==> src/hw/rtl/tpl_pkg.sv <==
// Package for the triangle primitive assembler.
// Holds codes, default sizes and the queue head control type; no dependencies.
`timescale 1ns / 1ps
`default_nettype none

package tpl_pkg;

  // Default width of one coordinate word.
  localparam int COORD_WIDTH_DEFAULT = 32;

  // Depth of the queue between the front and the back.
  localparam int QUEUE_DEPTH = 2;

  // Command codes carried by an input word.
  localparam logic CMD_BEGIN  = 1'b0;
  localparam logic CMD_VERTEX = 1'b1;

  // Primitive type codes.
  localparam logic [1:0] MODE_TRIANGLES = 2'd0;
  localparam logic [1:0] MODE_FAN       = 2'd1;
  localparam logic [1:0] MODE_STRIP     = 2'd2;
  localparam logic [1:0] MODE_NONE      = 2'd3;

  // Control side of the queue head as seen by the back.
  typedef struct packed {
    logic valid;   // an entry is waiting
    logic single;  // entry emits one vertex (slot c) instead of three
  } tpl_head_ctl_t;

endpackage

`default_nettype wire

==> src/hw/rtl/tpl_if.sv <==
// Channel interfaces of the triangle primitive assembler.
// Depends on tpl_pkg for the default coordinate width.
`timescale 1ns / 1ps
`default_nettype none

interface tpl_in_if #(
  parameter int COORD_WIDTH = tpl_pkg::COORD_WIDTH_DEFAULT
) ();
  logic                          valid;
  logic                          ready;
  logic                          cmd;
  logic [1:0]                    prim_type;
  logic signed [COORD_WIDTH-1:0] vertex_x;
  logic signed [COORD_WIDTH-1:0] vertex_y;

  modport source (output valid, cmd, prim_type, vertex_x, vertex_y, input ready);
  modport sink   (input valid, cmd, prim_type, vertex_x, vertex_y, output ready);
endinterface

interface tpl_out_if #(
  parameter int COORD_WIDTH = tpl_pkg::COORD_WIDTH_DEFAULT
) ();
  logic                          valid;
  logic                          ready;
  logic signed [COORD_WIDTH-1:0] out_x;
  logic signed [COORD_WIDTH-1:0] out_y;
  logic                          last;

  modport source (output valid, out_x, out_y, last, input ready);
  modport sink   (input valid, out_x, out_y, last, output ready);
endinterface

`default_nettype wire

==> src/hw/rtl/tpl_front.sv <==
// Front of the assembler: accepts input words, tracks the primitive state
// and turns each emitting vertex into a queue entry. Depends on tpl_pkg and tpl_if.
`timescale 1ns / 1ps
`default_nettype none

module tpl_front #(
  parameter int COORD_WIDTH = tpl_pkg::COORD_WIDTH_DEFAULT
) (
  input  wire logic                     clk,
  input  wire logic                     rst,
  tpl_in_if.sink                        in_ch,
  output logic                          push_valid,
  input  wire logic                     push_ready,
  output logic                          push_single,
  output logic [2*COORD_WIDTH-1:0]      push_a,
  output logic [2*COORD_WIDTH-1:0]      push_b,
  output logic [2*COORD_WIDTH-1:0]      push_c
);

  localparam int VW = 2 * COORD_WIDTH;

  logic [1:0]    prim_mode;
  logic          fan_first_pending;
  logic          fan_second_pending;
  logic          strip_first_pending;
  logic          strip_second_pending;
  logic          strip_odd;
  logic [VW-1:0] origin_vertex;
  logic [VW-1:0] prev_vertex;
  logic [VW-1:0] older_vertex;

  logic [VW-1:0] vtx;
  logic          accept;
  logic          emits;

  assign vtx          = {in_ch.vertex_y, in_ch.vertex_x};
  assign in_ch.ready  = push_ready;
  assign accept       = in_ch.valid && push_ready;

  // Decide what a vertex word produces in the current mode.
  always_comb begin
    emits       = 1'b0;
    push_single = 1'b0;
    push_a      = origin_vertex;
    push_b      = prev_vertex;
    push_c      = vtx;
    unique case (prim_mode)
      tpl_pkg::MODE_TRIANGLES: begin
        emits       = 1'b1;
        push_single = 1'b1;
      end
      tpl_pkg::MODE_FAN: begin
        emits = !fan_first_pending && !fan_second_pending;
      end
      tpl_pkg::MODE_STRIP: begin
        emits  = !strip_first_pending && !strip_second_pending;
        push_a = strip_odd ? prev_vertex : older_vertex;
        push_b = strip_odd ? older_vertex : prev_vertex;
      end
      default: begin
        emits = 1'b0;
      end
    endcase
  end

  assign push_valid = in_ch.valid && (in_ch.cmd == tpl_pkg::CMD_VERTEX) && emits;

  always_ff @(posedge clk) begin
    if (rst) begin
      prim_mode            <= tpl_pkg::MODE_NONE;
      fan_first_pending    <= 1'b0;
      fan_second_pending   <= 1'b0;
      strip_first_pending  <= 1'b0;
      strip_second_pending <= 1'b0;
      strip_odd            <= 1'b0;
      origin_vertex        <= '0;
      prev_vertex          <= '0;
      older_vertex         <= '0;
    end else if (accept) begin
      if (in_ch.cmd == tpl_pkg::CMD_BEGIN) begin
        prim_mode <= in_ch.prim_type;
        if (in_ch.prim_type == tpl_pkg::MODE_FAN) begin
          fan_first_pending  <= 1'b1;
          fan_second_pending <= 1'b0;
        end else if (in_ch.prim_type == tpl_pkg::MODE_STRIP) begin
          strip_first_pending  <= 1'b1;
          strip_second_pending <= 1'b0;
          strip_odd            <= 1'b0;
        end
      end else begin
        unique case (prim_mode)
          tpl_pkg::MODE_FAN: begin
            if (fan_first_pending) begin
              origin_vertex      <= vtx;
              fan_first_pending  <= 1'b0;
              fan_second_pending <= 1'b1;
            end else begin
              fan_second_pending <= 1'b0;
              prev_vertex        <= vtx;
            end
          end
          tpl_pkg::MODE_STRIP: begin
            if (strip_first_pending) begin
              older_vertex         <= vtx;
              strip_first_pending  <= 1'b0;
              strip_second_pending <= 1'b1;
            end else if (strip_second_pending) begin
              prev_vertex          <= vtx;
              strip_second_pending <= 1'b0;
            end else begin
              older_vertex <= prev_vertex;
              prev_vertex  <= vtx;
              strip_odd    <= !strip_odd;
            end
          end
          default: begin
          end
        endcase
      end
    end
  end

endmodule

`default_nettype wire

==> src/hw/rtl/tpl_queue.sv <==
// Short queue of triangle entries between the front and the back.
// Depends on tpl_pkg for its depth and the head control type.
`timescale 1ns / 1ps
`default_nettype none

module tpl_queue #(
  parameter int COORD_WIDTH = tpl_pkg::COORD_WIDTH_DEFAULT
) (
  input  wire logic                        clk,
  input  wire logic                        rst,
  input  wire logic                        push_valid,
  output logic                             push_ready,
  input  wire logic                        push_single,
  input  wire logic [2*COORD_WIDTH-1:0]    push_a,
  input  wire logic [2*COORD_WIDTH-1:0]    push_b,
  input  wire logic [2*COORD_WIDTH-1:0]    push_c,
  output tpl_pkg::tpl_head_ctl_t           head,
  output logic [2*COORD_WIDTH-1:0]         head_a,
  output logic [2*COORD_WIDTH-1:0]         head_b,
  output logic [2*COORD_WIDTH-1:0]         head_c,
  input  wire logic                        pop
);

  localparam int VW    = 2 * COORD_WIDTH;
  localparam int DEPTH = tpl_pkg::QUEUE_DEPTH;
  localparam int PW    = (DEPTH > 1) ? $clog2(DEPTH) : 1;
  localparam int CW    = $clog2(DEPTH + 1);
  localparam logic [PW-1:0] LAST_PTR = PW'(DEPTH - 1);
  localparam logic [CW-1:0] FULL_CNT = CW'(DEPTH);

  logic [VW-1:0] slot_a [DEPTH];
  logic [VW-1:0] slot_b [DEPTH];
  logic [VW-1:0] slot_c [DEPTH];
  logic          slot_single [DEPTH];

  logic [PW-1:0] wr_ptr;
  logic [PW-1:0] rd_ptr;
  logic [CW-1:0] count;
  logic          do_push;
  logic          do_pop;

  assign push_ready  = (count != FULL_CNT);
  assign do_push     = push_valid && push_ready;
  assign do_pop      = pop && head.valid;

  assign head.valid  = (count != '0);
  assign head.single = slot_single[rd_ptr];
  assign head_a      = slot_a[rd_ptr];
  assign head_b      = slot_b[rd_ptr];
  assign head_c      = slot_c[rd_ptr];

  always_ff @(posedge clk) begin
    if (do_push) begin
      slot_a[wr_ptr]      <= push_a;
      slot_b[wr_ptr]      <= push_b;
      slot_c[wr_ptr]      <= push_c;
      slot_single[wr_ptr] <= push_single;
    end
  end

  always_ff @(posedge clk) begin
    if (rst) begin
      wr_ptr <= '0;
      rd_ptr <= '0;
      count  <= '0;
    end else begin
      if (do_push) begin
        wr_ptr <= (wr_ptr == LAST_PTR) ? '0 : wr_ptr + PW'(1);
      end
      if (do_pop) begin
        rd_ptr <= (rd_ptr == LAST_PTR) ? '0 : rd_ptr + PW'(1);
      end
      if (do_push && !do_pop) begin
        count <= count + CW'(1);
      end else if (do_pop && !do_push) begin
        count <= count - CW'(1);
      end
    end
  end

endmodule

`default_nettype wire

==> src/hw/rtl/tpl_back.sv <==
// Back of the assembler: walks the queue head one vertex per cycle when not
// stalled into a registered output word. Depends on tpl_pkg and tpl_if.
`timescale 1ns / 1ps
`default_nettype none

module tpl_back #(
  parameter int COORD_WIDTH = tpl_pkg::COORD_WIDTH_DEFAULT
) (
  input  wire logic                        clk,
  input  wire logic                        rst,
  input  wire tpl_pkg::tpl_head_ctl_t      head,
  input  wire logic [2*COORD_WIDTH-1:0]    head_a,
  input  wire logic [2*COORD_WIDTH-1:0]    head_b,
  input  wire logic [2*COORD_WIDTH-1:0]    head_c,
  output logic                             pop,
  tpl_out_if.source                        out_ch
);

  localparam int VW = 2 * COORD_WIDTH;

  localparam logic [1:0] PH_A = 2'd0;
  localparam logic [1:0] PH_B = 2'd1;
  localparam logic [1:0] PH_C = 2'd2;

  logic [1:0]    phase;
  logic [VW-1:0] sel_vtx;
  logic          sel_last;
  logic          out_free;
  logic          out_valid;
  logic          out_last;
  logic [VW-1:0] out_vtx;

  // Pick the vertex of the head entry that goes out next.
  always_comb begin
    sel_vtx  = head_c;
    sel_last = 1'b1;
    if (!head.single) begin
      unique case (phase)
        PH_A: begin
          sel_vtx  = head_a;
          sel_last = 1'b0;
        end
        PH_B: begin
          sel_vtx  = head_b;
          sel_last = 1'b0;
        end
        default: begin
          sel_vtx  = head_c;
          sel_last = 1'b1;
        end
      endcase
    end
  end

  assign out_free = !out_valid || out_ch.ready;
  assign pop      = out_free && head.valid && sel_last;

  always_ff @(posedge clk) begin
    if (rst) begin
      out_valid <= 1'b0;
      phase     <= PH_A;
    end else if (out_free) begin
      out_valid <= head.valid;
      if (head.valid) begin
        phase <= sel_last ? PH_A : ((phase == PH_A) ? PH_B : PH_C);
      end
    end
  end

  always_ff @(posedge clk) begin
    if (out_free && head.valid) begin
      out_vtx  <= sel_vtx;
      out_last <= sel_last;
    end
  end

  assign out_ch.valid = out_valid;
  assign out_ch.out_x = out_vtx[COORD_WIDTH-1:0];
  assign out_ch.out_y = out_vtx[VW-1:COORD_WIDTH];
  assign out_ch.last  = out_last;

endmodule

`default_nettype wire

==> src/hw/rtl/triangle_primitive_to_list.sv <==
// Top level of the triangle primitive assembler: front, queue and back.
// Depends on tpl_pkg, tpl_if, tpl_front, tpl_queue and tpl_back.
//
//   Channel   Dir   Word                                  Accepted when
//   in_ch     in    cmd, prim_type, vertex_x, vertex_y    valid && ready
//   out_ch    out   out_x, out_y, last                    valid && ready
//
// Input words are taken at one per cycle while the two-entry queue has room.
// A begin word or a vertex that emits nothing leaves no trace on the output. Each
// emitted triangle takes three words on the single output port and a pass-through
// vertex one; the output port sets the sustained rate. An emitting vertex is written
// into a queue slot and then into the output register before it shows on the output.
// Reset is synchronous and leaves the block in the unsupported mode with an
// empty queue. Either side may stall at will; the queue absorbs the slip.
`timescale 1ns / 1ps
`default_nettype none

module triangle_primitive_to_list #(
  parameter int COORD_WIDTH = tpl_pkg::COORD_WIDTH_DEFAULT
) (
  input  wire logic   clk,
  input  wire logic   rst,
  tpl_in_if.sink      in_ch,
  tpl_out_if.source   out_ch
);

  localparam int VW = 2 * COORD_WIDTH;

  // Front to queue: one entry per emitting vertex. Vertices are packed as
  // {y, x} so a whole vertex moves as one vector.
  logic          push_valid;
  logic          push_ready;
  logic          push_single;
  logic [VW-1:0] push_a;
  logic [VW-1:0] push_b;
  logic [VW-1:0] push_c;

  // Queue to back: the head entry and its pop strobe.
  tpl_pkg::tpl_head_ctl_t head;
  logic [VW-1:0]          head_a;
  logic [VW-1:0]          head_b;
  logic [VW-1:0]          head_c;
  logic                   pop;

  // The front owns all primitive state (mode, pending flags, winding and
  // the held vertices) and decides per vertex whether a triangle, a single
  // vertex or nothing results.
  tpl_front #(.COORD_WIDTH(COORD_WIDTH)) u_front (
    .clk         (clk),
    .rst         (rst),
    .in_ch       (in_ch),
    .push_valid  (push_valid),
    .push_ready  (push_ready),
    .push_single (push_single),
    .push_a      (push_a),
    .push_b      (push_b),
    .push_c      (push_c)
  );

  // The queue holds whole triangles so the front can keep going while the
  // back serializes each one into output words.
  tpl_queue #(.COORD_WIDTH(COORD_WIDTH)) u_queue (
    .clk         (clk),
    .rst         (rst),
    .push_valid  (push_valid),
    .push_ready  (push_ready),
    .push_single (push_single),
    .push_a      (push_a),
    .push_b      (push_b),
    .push_c      (push_c),
    .head        (head),
    .head_a      (head_a),
    .head_b      (head_b),
    .head_c      (head_c),
    .pop         (pop)
  );

  // The back serializes the head entry into output words and marks the
  // final word of each entry with last.
  tpl_back #(.COORD_WIDTH(COORD_WIDTH)) u_back (
    .clk    (clk),
    .rst    (rst),
    .head   (head),
    .head_a (head_a),
    .head_b (head_b),
    .head_c (head_c),
    .pop    (pop),
    .out_ch (out_ch)
  );

endmodule

`default_nettype wire

==> src/flat_wrapper.sv <==
// flat-port wrapper written by rule: the top's interface ports become plain ports
module triangle_primitive_to_list_flat 
#(
  parameter int COORD_WIDTH = tpl_pkg::COORD_WIDTH_DEFAULT
)
  (clk, rst, in_ch_valid, in_ch_cmd, in_ch_prim_type, in_ch_vertex_x, in_ch_vertex_y, in_ch_ready, out_ch_valid, out_ch_out_x, out_ch_out_y, out_ch_last, out_ch_ready);
  tpl_in_if #(.COORD_WIDTH(COORD_WIDTH)) in_ch_i ();
  tpl_out_if #(.COORD_WIDTH(COORD_WIDTH)) out_ch_i ();
  input  wire logic clk;
  input  wire logic rst;
  input wire logic [$bits(in_ch_i.valid)-1:0] in_ch_valid;
  input wire logic [$bits(in_ch_i.cmd)-1:0] in_ch_cmd;
  input wire logic [$bits(in_ch_i.prim_type)-1:0] in_ch_prim_type;
  input wire logic [$bits(in_ch_i.vertex_x)-1:0] in_ch_vertex_x;
  input wire logic [$bits(in_ch_i.vertex_y)-1:0] in_ch_vertex_y;
  output wire logic [$bits(in_ch_i.ready)-1:0] in_ch_ready;
  output wire logic [$bits(out_ch_i.valid)-1:0] out_ch_valid;
  output wire logic [$bits(out_ch_i.out_x)-1:0] out_ch_out_x;
  output wire logic [$bits(out_ch_i.out_y)-1:0] out_ch_out_y;
  output wire logic [$bits(out_ch_i.last)-1:0] out_ch_last;
  input wire logic [$bits(out_ch_i.ready)-1:0] out_ch_ready;
  assign in_ch_i.valid = in_ch_valid;
  assign in_ch_i.cmd = in_ch_cmd;
  assign in_ch_i.prim_type = in_ch_prim_type;
  assign in_ch_i.vertex_x = in_ch_vertex_x;
  assign in_ch_i.vertex_y = in_ch_vertex_y;
  assign in_ch_ready = in_ch_i.ready;
  assign out_ch_valid = out_ch_i.valid;
  assign out_ch_out_x = out_ch_i.out_x;
  assign out_ch_out_y = out_ch_i.out_y;
  assign out_ch_last = out_ch_i.last;
  assign out_ch_i.ready = out_ch_ready;
  triangle_primitive_to_list #(.COORD_WIDTH(COORD_WIDTH)) u_core (.clk(clk), .rst(rst), .in_ch(in_ch_i), .out_ch(out_ch_i));
endmodule
==> config.mk <==
export PLATFORM = sky130hd
export DESIGN_NAME = triangle_primitive_to_list_flat
export DESIGN_NICKNAME = d
export VERILOG_FILES = /design/src/hw/rtl/tpl_pkg.sv /design/src/hw/rtl/tpl_if.sv /design/src/hw/rtl/tpl_front.sv /design/src/hw/rtl/tpl_queue.sv /design/src/hw/rtl/tpl_back.sv /design/src/hw/rtl/triangle_primitive_to_list.sv /design/src/flat_wrapper.sv
export SDC_FILE = /design/constraint.sdc
export NUM_CORES = 1
export LEC_CHECK = 0
export BUFFER_PORTS_ARGS = -buffer_cell sky130_fd_sc_hd__buf_4
export CORE_MARGIN = 3
export CORE_UTILIZATION = 52
export CTS_BUF_LIST = sky130_fd_sc_hd__clkbuf_2 sky130_fd_sc_hd__clkbuf_4 sky130_fd_sc_hd__clkbuf_8
export CTS_CLUSTER_SIZE = 20
export DETAILED_ROUTE_END_ITERATION = 16
export PLACE_DENSITY_LB_ADDON = 0.2
export SYNTH_ARGS = -nofsm -noshare
export SYNTH_HDL_FRONTEND = slang
export SYNTH_HIERARCHICAL = 1
export SYNTH_SLANG_ARGS = --single-unit
==> constraint.sdc <==
create_clock -name clk -period 9.1 [get_ports clk]
set_clock_uncertainty 0.1 [all_clocks]
set_input_delay 1.82 -clock clk [delete_from_list [all_inputs] [get_ports clk]]
set_output_delay 1.82 -clock clk [all_outputs]
set_load 0.05 [all_outputs]
==> results.json, run 1 <==
{
  "grt_pass1_wl_um": 99800,
  "grt_setup_unrepaired": "false",
  "synth_top_family_by_area": "multiplexers",
  "htreeDepth": 3,
  "internal_power_uw": 4970,
  "netSwitchingFraction": 0.231,
  "pwr-share-seq": 0.511,
  "place_hpwl_um": 32900,
  "power_uw": 6470,
  "cp-start-kind": "input pin",
  "fmax_ghz": 0.223,
  "tightestPinTransition_ns": 1.16,
  "row_count": 85,
  "drtIter0Drc": 1338,
  "synthArstFlopShare": 0,
  "start_util": 0.532,
  "hold_path.class": "reg -> reg",
  "yosysWarnings": 6,
  "pre_cts_ws_ns": 3.97,
  "worst_slack_ns": 4.61,
  "cts_resized": 0,
  "antenna_found_initial": 3,
  "synth.most_common_cell": "edfxtp_1",
  "crit_type": "in -> reg",
  "area_delta_synth_final_pct": 10.2,
  "syn_avg_cell_area_um2": 13.2,
  "clkTransAtPathRegs_ns": 0.06,
  "cts_made_buffers": 106,
  "p_clk_frac": 0.417,
  "synth_mux_area_frac": 0.188,
  "synth-xor-area-share": 0.000907,
  "cts.sinks": 658,
  "drive_gt1_frac": 0.243,
  "first_pass_iters": 7,
  "grt_pass1_vias": 18146,
  "fp.dieArea_mm2": 0.0586,
  "synth.top_cells.by_area": "edfxtp_1 (47%), dfxtp_1 (14%), mux2i_1 (8.8%), mux2_2 (7.7%), nand2b_1 (3.0%)",
  "multi_input_area_mm2": 0.00976,
  "portBuffers": 137,
  "crit_required_ns": 9.58,
  "synth-main-ff-cell": "edfxtp_1",
  "comb_power_share": 0.072,
  "cts_buffer_depth": 3,
  "cts_setup_buffers": 0,
  "seq_area_frac_synth": 0.610,
  "drc_errors": 0,
  "cap_violations": 0,
  "grt_overflow_total": 0,
  "yosys_register_bits": 658,
  "cts_tree": "built",
  "setup_viol_count_final": 0,
  "synth_area_mm2": 0.0290,
  "die_y_um": 242,
  "setup_tns_ns": 0,
  "synth_adder_area_share": 0.000432,
  "fin_nets": 2288,
  "rr_startpoint": "u_core/u_front/strip_first_pending$_SDFFE_PP0P_",
  "hold_start": "u_core/u_front/origin_vertex[22]$_SDFFE_PP0P_",
  "clkLatencyLatePin_ns": 0.67,
  "grtUsageMet2": 0.360,
  "fin_util": 0.586,
  "seqCellArea_mm2": 0.0177,
  "yosys.area.top_type": "edfxtp_1",
  "fillCellCount": 4426,
  "power_density_mw_per_mm2": 203,
  "switchingPower_uw": 1500,
  "finalHoldViolations": 0,
  "synth_cells": 2193,
  "startpoint": "in_ch_valid",
  "run_status": "complete, no violations",
  "synth_edf_count": 451,
  "busiest_layer": "met2",
  "met3_usage": 0.0374,
  "gp_congestion": 0.732,
  "avgViaCountPerCell": 5.74,
  "hold_buffers": 0,
  "synth_compound_area_frac": 0.0796,
  "vias": 17505,
  "wl_per_cell_um": 21.0,
  "die-width_um": 242,
  "fin_crit_sh": 0.494,
  "min_period_ns": 4.49,
  "cp-end-kind": "flip-flop",
  "synth_cell_types": 46,
  "cp.arrival_ns": 4.97,
  "power_leakage_uw": 0.0108,
  "critPathMaxFanout": 69,
  "totalWireLength_um": 64000,
  "worst_slew_margin_rel": 0.227,
  "cts_root_buf": "clkbuf_8",
  "synth_top_area_share": 0.467,
  "vdd_ir_drop_max_mv": 0.145,
  "met1_usage": 0.278,
  "io_pins": 138,
  "synth-simple-area-share": 0.0653,
  "syn-num-nets": 2265,
  "grt_max_degree": 174,
  "synth_commonest_cells": "edfxtp_1 (451), mux2i_1 (256), dfxtp_1 (207)",
  "core_area_mm2": 0.0545,
  "grt_usage": 0.213,
  "ant_nets": 0,
  "slew_viol_final": 0
}
## metrics by stage
stage / hold WS, ns / cells / area (um^2)
after global placement: 0.360 / 2847 / 29600
after detailed placement: 0.366 / 2847 / 29600
after floorplan: 0.354 / 2193 / 29000
final: 0.376 / 3051 / 31900
after global routing: 0.397 / 3050 / 31900
after CTS: 0.374 / 3048 / 31900
## final timing paths
| check | slack [ns] | cells after the start | end |
|---|---|---|---|
| min reg2reg | 0.38 | 2 | u_core/u_front/origin_vertex[22]$_SDFFE_PP0P_ |
| min | 0.38 | 2 | u_core/u_front/origin_vertex[22]$_SDFFE_PP0P_ |
| max reg2reg | 4.86 | 4 | u_core/u_front/older_vertex[16]$_SDFFE_PP0P_ |
| max | 4.61 | 5 | u_core/u_front/prev_vertex[13]$_SDFFE_PP0P_ |
## worst max-delay path, cell delays in order
cell     delay [ns]
buf_4          0.12
nand3_4        0.73
a21oi_4        1.01
buf_4          0.91
mux2i_1        0.33
## sequential cells by signal (all words and copies together) (netlist names), 2 cells and up, named ones only
| signal | count |
|---|---|
| u_core/u_front/older_vertex | 64 |
| u_core/u_queue/slot_b | 128 |
| u_core/u_front/prev_vertex | 64 |
| u_core/u_back/phase | 2 |
| u_core/u_queue/slot_c | 128 |
| u_core/u_back/out_vtx | 64 |
| u_core/u_front/prim_mode | 2 |
| u_core/u_front/origin_vertex | 64 |
| u_core/u_queue/count | 2 |
| u_core/u_queue/slot_a | 128 |
| u_core/u_queue/slot_single | 2 |
## layout make-up
| cell class | instances | share of cell area |
|---|---|---|
| inverters | 5 | 0.000823 |
| diodes | 3 | 0.000235 |
| clock buffers | 170 | 0.0651 |
| multi-input cells | 1291 | 0.306 |
| well taps | 739 | 0.0290 |
| repair buffers | 154 | 0.0367 |
| flip-flops and latches | 658 | 0.555 |
| clock inverters | 31 | 0.00764 |
## power groups by stage
stage                     Clock, uW  Combinational, uW  Sequential, uW
final                          2700                467            3310
after detailed placement          0                468            3370
after CTS                      2760                470            3310
after global routing           2900                499            3310
after global placement            0                459            3370
after floorplan                   0                265            3440
## placed cells by master, fill, tap and decap left out, types with 4 or more instances in the layout
cell type,instances
nand2b_1,135
o21ai_1,35
bufinv_16,4
dfxtp_1,203
edfxtp_1,451
a211oi_1,64
clkinv_2,15
a31oi_1,64
nand3_1,66
o21ai_0,163
mux2i_1,256
a21oi_1,71
nor2_1,8
clkbuf_4,42
clkbuf_8,128
buf_4,152
mux2_1,60
dfxtp_4,4
inv_1,4
clkinv_1,11
nand2_1,129
mux2_2,197
## cell families after synthesis
group                      after synthesis
buffers and inverters                  244
DFF                                    658
xor gates and xnor gates                 3
adders and majority gates                1
muxes                                  513
and+or+nand+nor                        368
AOI/OAI and AO/OA                      406
## per-layer routing
layer / part of all wire / vias to the layer above
li1: - / 8130
met1: 0.44 / 8758
met2: 0.49 / 509
met3: 0.056 / 108
met4: 0.020 / 0
met5: 0 / -
(Power assumes the default switching activity.)
==> inputs of run 2 (changes only) <==
--- a/config.mk
+++ b/config.mk
@@ -5,6 +5,7 @@
 export SDC_FILE = /design/constraint.sdc
 export NUM_CORES = 1
 export LEC_CHECK = 0
+export ABC_AREA = 1
 export BUFFER_PORTS_ARGS = -buffer_cell sky130_fd_sc_hd__buf_4
 export CORE_MARGIN = 3
 export CORE_UTILIZATION = 52
==> constraint.sdc (replaced) <==
create_clock -name clk -period 4.05 [get_ports clk]
set_clock_uncertainty 0.1 [all_clocks]
set_input_delay 0.81 -clock clk [delete_from_list [all_inputs] [get_ports clk]]
set_output_delay 0.81 -clock clk [all_outputs]
set_load 0.05 [all_outputs]
==> results.json, run 2 <==
{
  "gp_congestion": 0.790,
  "drtIter0Drc": 1589,
  "regToRegEndpoint": "u_core/u_back/out_vtx[60]$_DFFE_PP_",
  "core_area_mm2": 0.0531,
  "die-width_um": 239,
  "critPathMaxFanout": 74,
  "cp-start-kind": "flip-flop",
  "yosys_register_bits": 658,
  "portBuffers": 137,
  "r2r_setup_slack_ns": 0.98,
  "synth_commonest_cells": "nand2_1 (548), edfxtp_1 (451), nor2_1 (336)",
  "synth_cells": 2608,
  "min_path_cells": 1,
  "syn-num-nets": 2680,
  "cts_made_buffers": 104,
  "cp_slowest_cell": "buf_4",
  "design_area_mm2": 0.0313,
  "cap_violations": 0,
  "drive_gt1_frac": 0.231,
  "antenna_found_initial": 1,
  "crit_type": "reg -> reg",
  "fp.dieArea_mm2": 0.0569,
  "cp.arrival_ns": 3.41,
  "fillCellCount": 4331,
  "synth.most_common_cell": "nand2_1",
  "synth-main-ff-cell": "edfxtp_1",
  "seq_area_frac_synth": 0.629,
  "totalWireLength_um": 69000,
  "cts.sinks": 658,
  "finalHoldViolations": 0,
  "cts_buffer_depth": 3,
  "cts_resized": 0,
  "hold_start": "in_ch_vertex_y[12]",
  "reg2reg_depth": 5,
  "clkTransAtPathRegs_ns": 0.06,
  "cts_setup_buffers": 0,
  "final_common_cell": "nand2_1",
  "synth_edf_count": 451,
  "vias": 19376,
  "hold_path.class": "in -> reg",
  "grt_pass1_wl_um": 107000,
  "synth_compound_area_frac": 0.0487,
  "critical-path-top-delay-family": "buffers and inverters",
  "synth_top_area_share": 0.481,
  "power_density_mw_per_mm2": 465,
  "syn_avg_cell_area_um2": 10.8,
  "crit_required_ns": 4.38,
  "fin_nets": 2731,
  "fin_crit_sh": 0.759,
  "synth_mux_area_frac": 0.103,
  "power_uw": 14600,
  "synth-xor-area-share": 0,
  "yosys.area.top_type": "edfxtp_1",
  "synth-simple-area-share": 0.159,
  "place_hpwl_um": 35800,
  "synth_cell_types": 24,
  "setup_viol_count_final": 0,
  "synth_adder_area_share": 0.000445,
  "min_period_ns": 3.07,
  "fin_util": 0.591,
  "whs_ns": 0.215,
  "largestRegisters": "u_core/u_queue/slot_a x128, u_core/u_queue/slot_b x128, u_core/u_queue/slot_c x128",
  "io_pins": 138,
  "grt_pass1_vias": 19533,
  "synth.top_cells.by_area": "edfxtp_1 (48%), dfxtp_1 (15%), mux2_2 (10%), nand2_1 (7.3%), nor2_1 (4.5%)",
  "area_delta_synth_final_pct": 11.4,
  "grt_max_degree": 105,
  "drc_errors": 0,
  "die_y_um": 239,
  "slew_viol_final": 0,
  "first_pass_iters": 5,
  "grt_usage": 0.242,
  "clkLatencyLatePin_ns": 0.69,
  "cts_tree": "built",
  "worst_slew_margin_rel": 0.230,
  "grt_setup_unrepaired": "false",
  "layout_common_cells": "nand2_1 (544), edfxtp_1 (451), nor2_1 (332)",
  "wl_per_cell_um": 20.1,
  "row_count": 84,
  "fmax_ghz": 0.325,
  "hold_buffers": 0,
  "power_leakage_uw": 0.0114,
  "max_stage_delay_ns": 0.89,
  "vdd_ir_drop_max_mv": 0.224,
  "post_dp_cell_area_mm2": 0.0292,
  "htreeDepth": 3,
  "worst_path_most_repeated_cell": "buf_4",
  "critPathBufInv": 2,
  "cp-end-kind": "flip-flop",
  "start_util": 0.530,
  "synth_top_family_by_area": "simple AND/OR/NAND/NOR gates",
  "worstHoldEndpoint": "u_core/u_queue/slot_c[1][44]$_DFFE_PP_",
  "yosysWarnings": 6,
  "run_status": "complete, no violations",
  "synth_area_mm2": 0.0281,
  "tightestPinTransition_ns": 1.15,
  "cts_root_buf": "clkbuf_8",
  "path_cells": "buf_4, buf_4, mux2_2, nand2_1, nand3_1",
  "avgViaCountPerCell": 5.64,
  "grt_overflow_total": 0,
  "synthArstFlopShare": 0,
  "ant_nets": 0
}
[run 2: worst max path at each step]
stage / endpoint / slack, ns / cells after the start
finish: u_core/u_back/out_vtx[60]$_DFFE_PP_ / 0.98 / 5
floorplan: u_core/u_queue/slot_a[0][0]$_DFFE_PP_ / -0.35 / 4
CTS: u_core/u_back/out_vtx[60]$_DFFE_PP_ / 0.94 / 5
global placement: u_core/u_back/out_vtx[60]$_DFFE_PP_ / 1.01 / 5
global route: u_core/u_back/out_vtx[48]$_DFFE_PP_ / 0.80 / 5
detailed placement: u_core/u_back/out_vtx[60]$_DFFE_PP_ / 0.93 / 5
[run 2: cell families (layout without fill, tap and decap cells)]
logic type / Yosys count / count (layout)
other cells: 0 / 1
compound gates: 270 / 270
flops: 658 / 658
fa+ha+maj: 1 / 1
buf+inv: 324 / 462
mux: 257 / 257
simple gates: 1098 / 1098
[run 2: metrics by stage]
stage | TNS, ns | worst slack, ns | std cells
2_1_floorplan | -130.61 | -0.347 | 2608
3_3_place_gp | 0 | 1.01 | 3241
3_5_place_dp | 0 | 0.931 | 3241
4_1_cts | 0 | 0.937 | 3434
5_1_grt | 0 | 0.800 | 3435
6_report | 0 | 0.977 | 3435
[run 2: final cells by class]
type / instances / area (um^2) / area share
diodes: 1 / 2.50 / 0.0000798
repair buffers: 173 / 1410 / 0.0450
well taps: 688 / 861 / 0.0275
multi-input cells: 1626 / 8840 / 0.282
flip-flops and latches: 658 / 17700 / 0.565
inverters: 96 / 370 / 0.0118
clock inverters: 35 / 238 / 0.00758
clock buffers: 158 / 1920 / 0.0612
[run 2: power breakdown]
part	internal, uW	switching (uW)
registers	7410	108
logic	384	891
clock network	3210	2550
total	11000	3550
[run 2: per-layer routing]
layer | track usage | wire [um] | part of all wire
met3 | 0.0423 | 5210 | 0.076
met1 | 0.312 | 28500 | 0.41
met2 | 0.410 | 33500 | 0.48
met5 | 0 | 0 | 0
met4 | 0.0925 | 1810 | 0.026
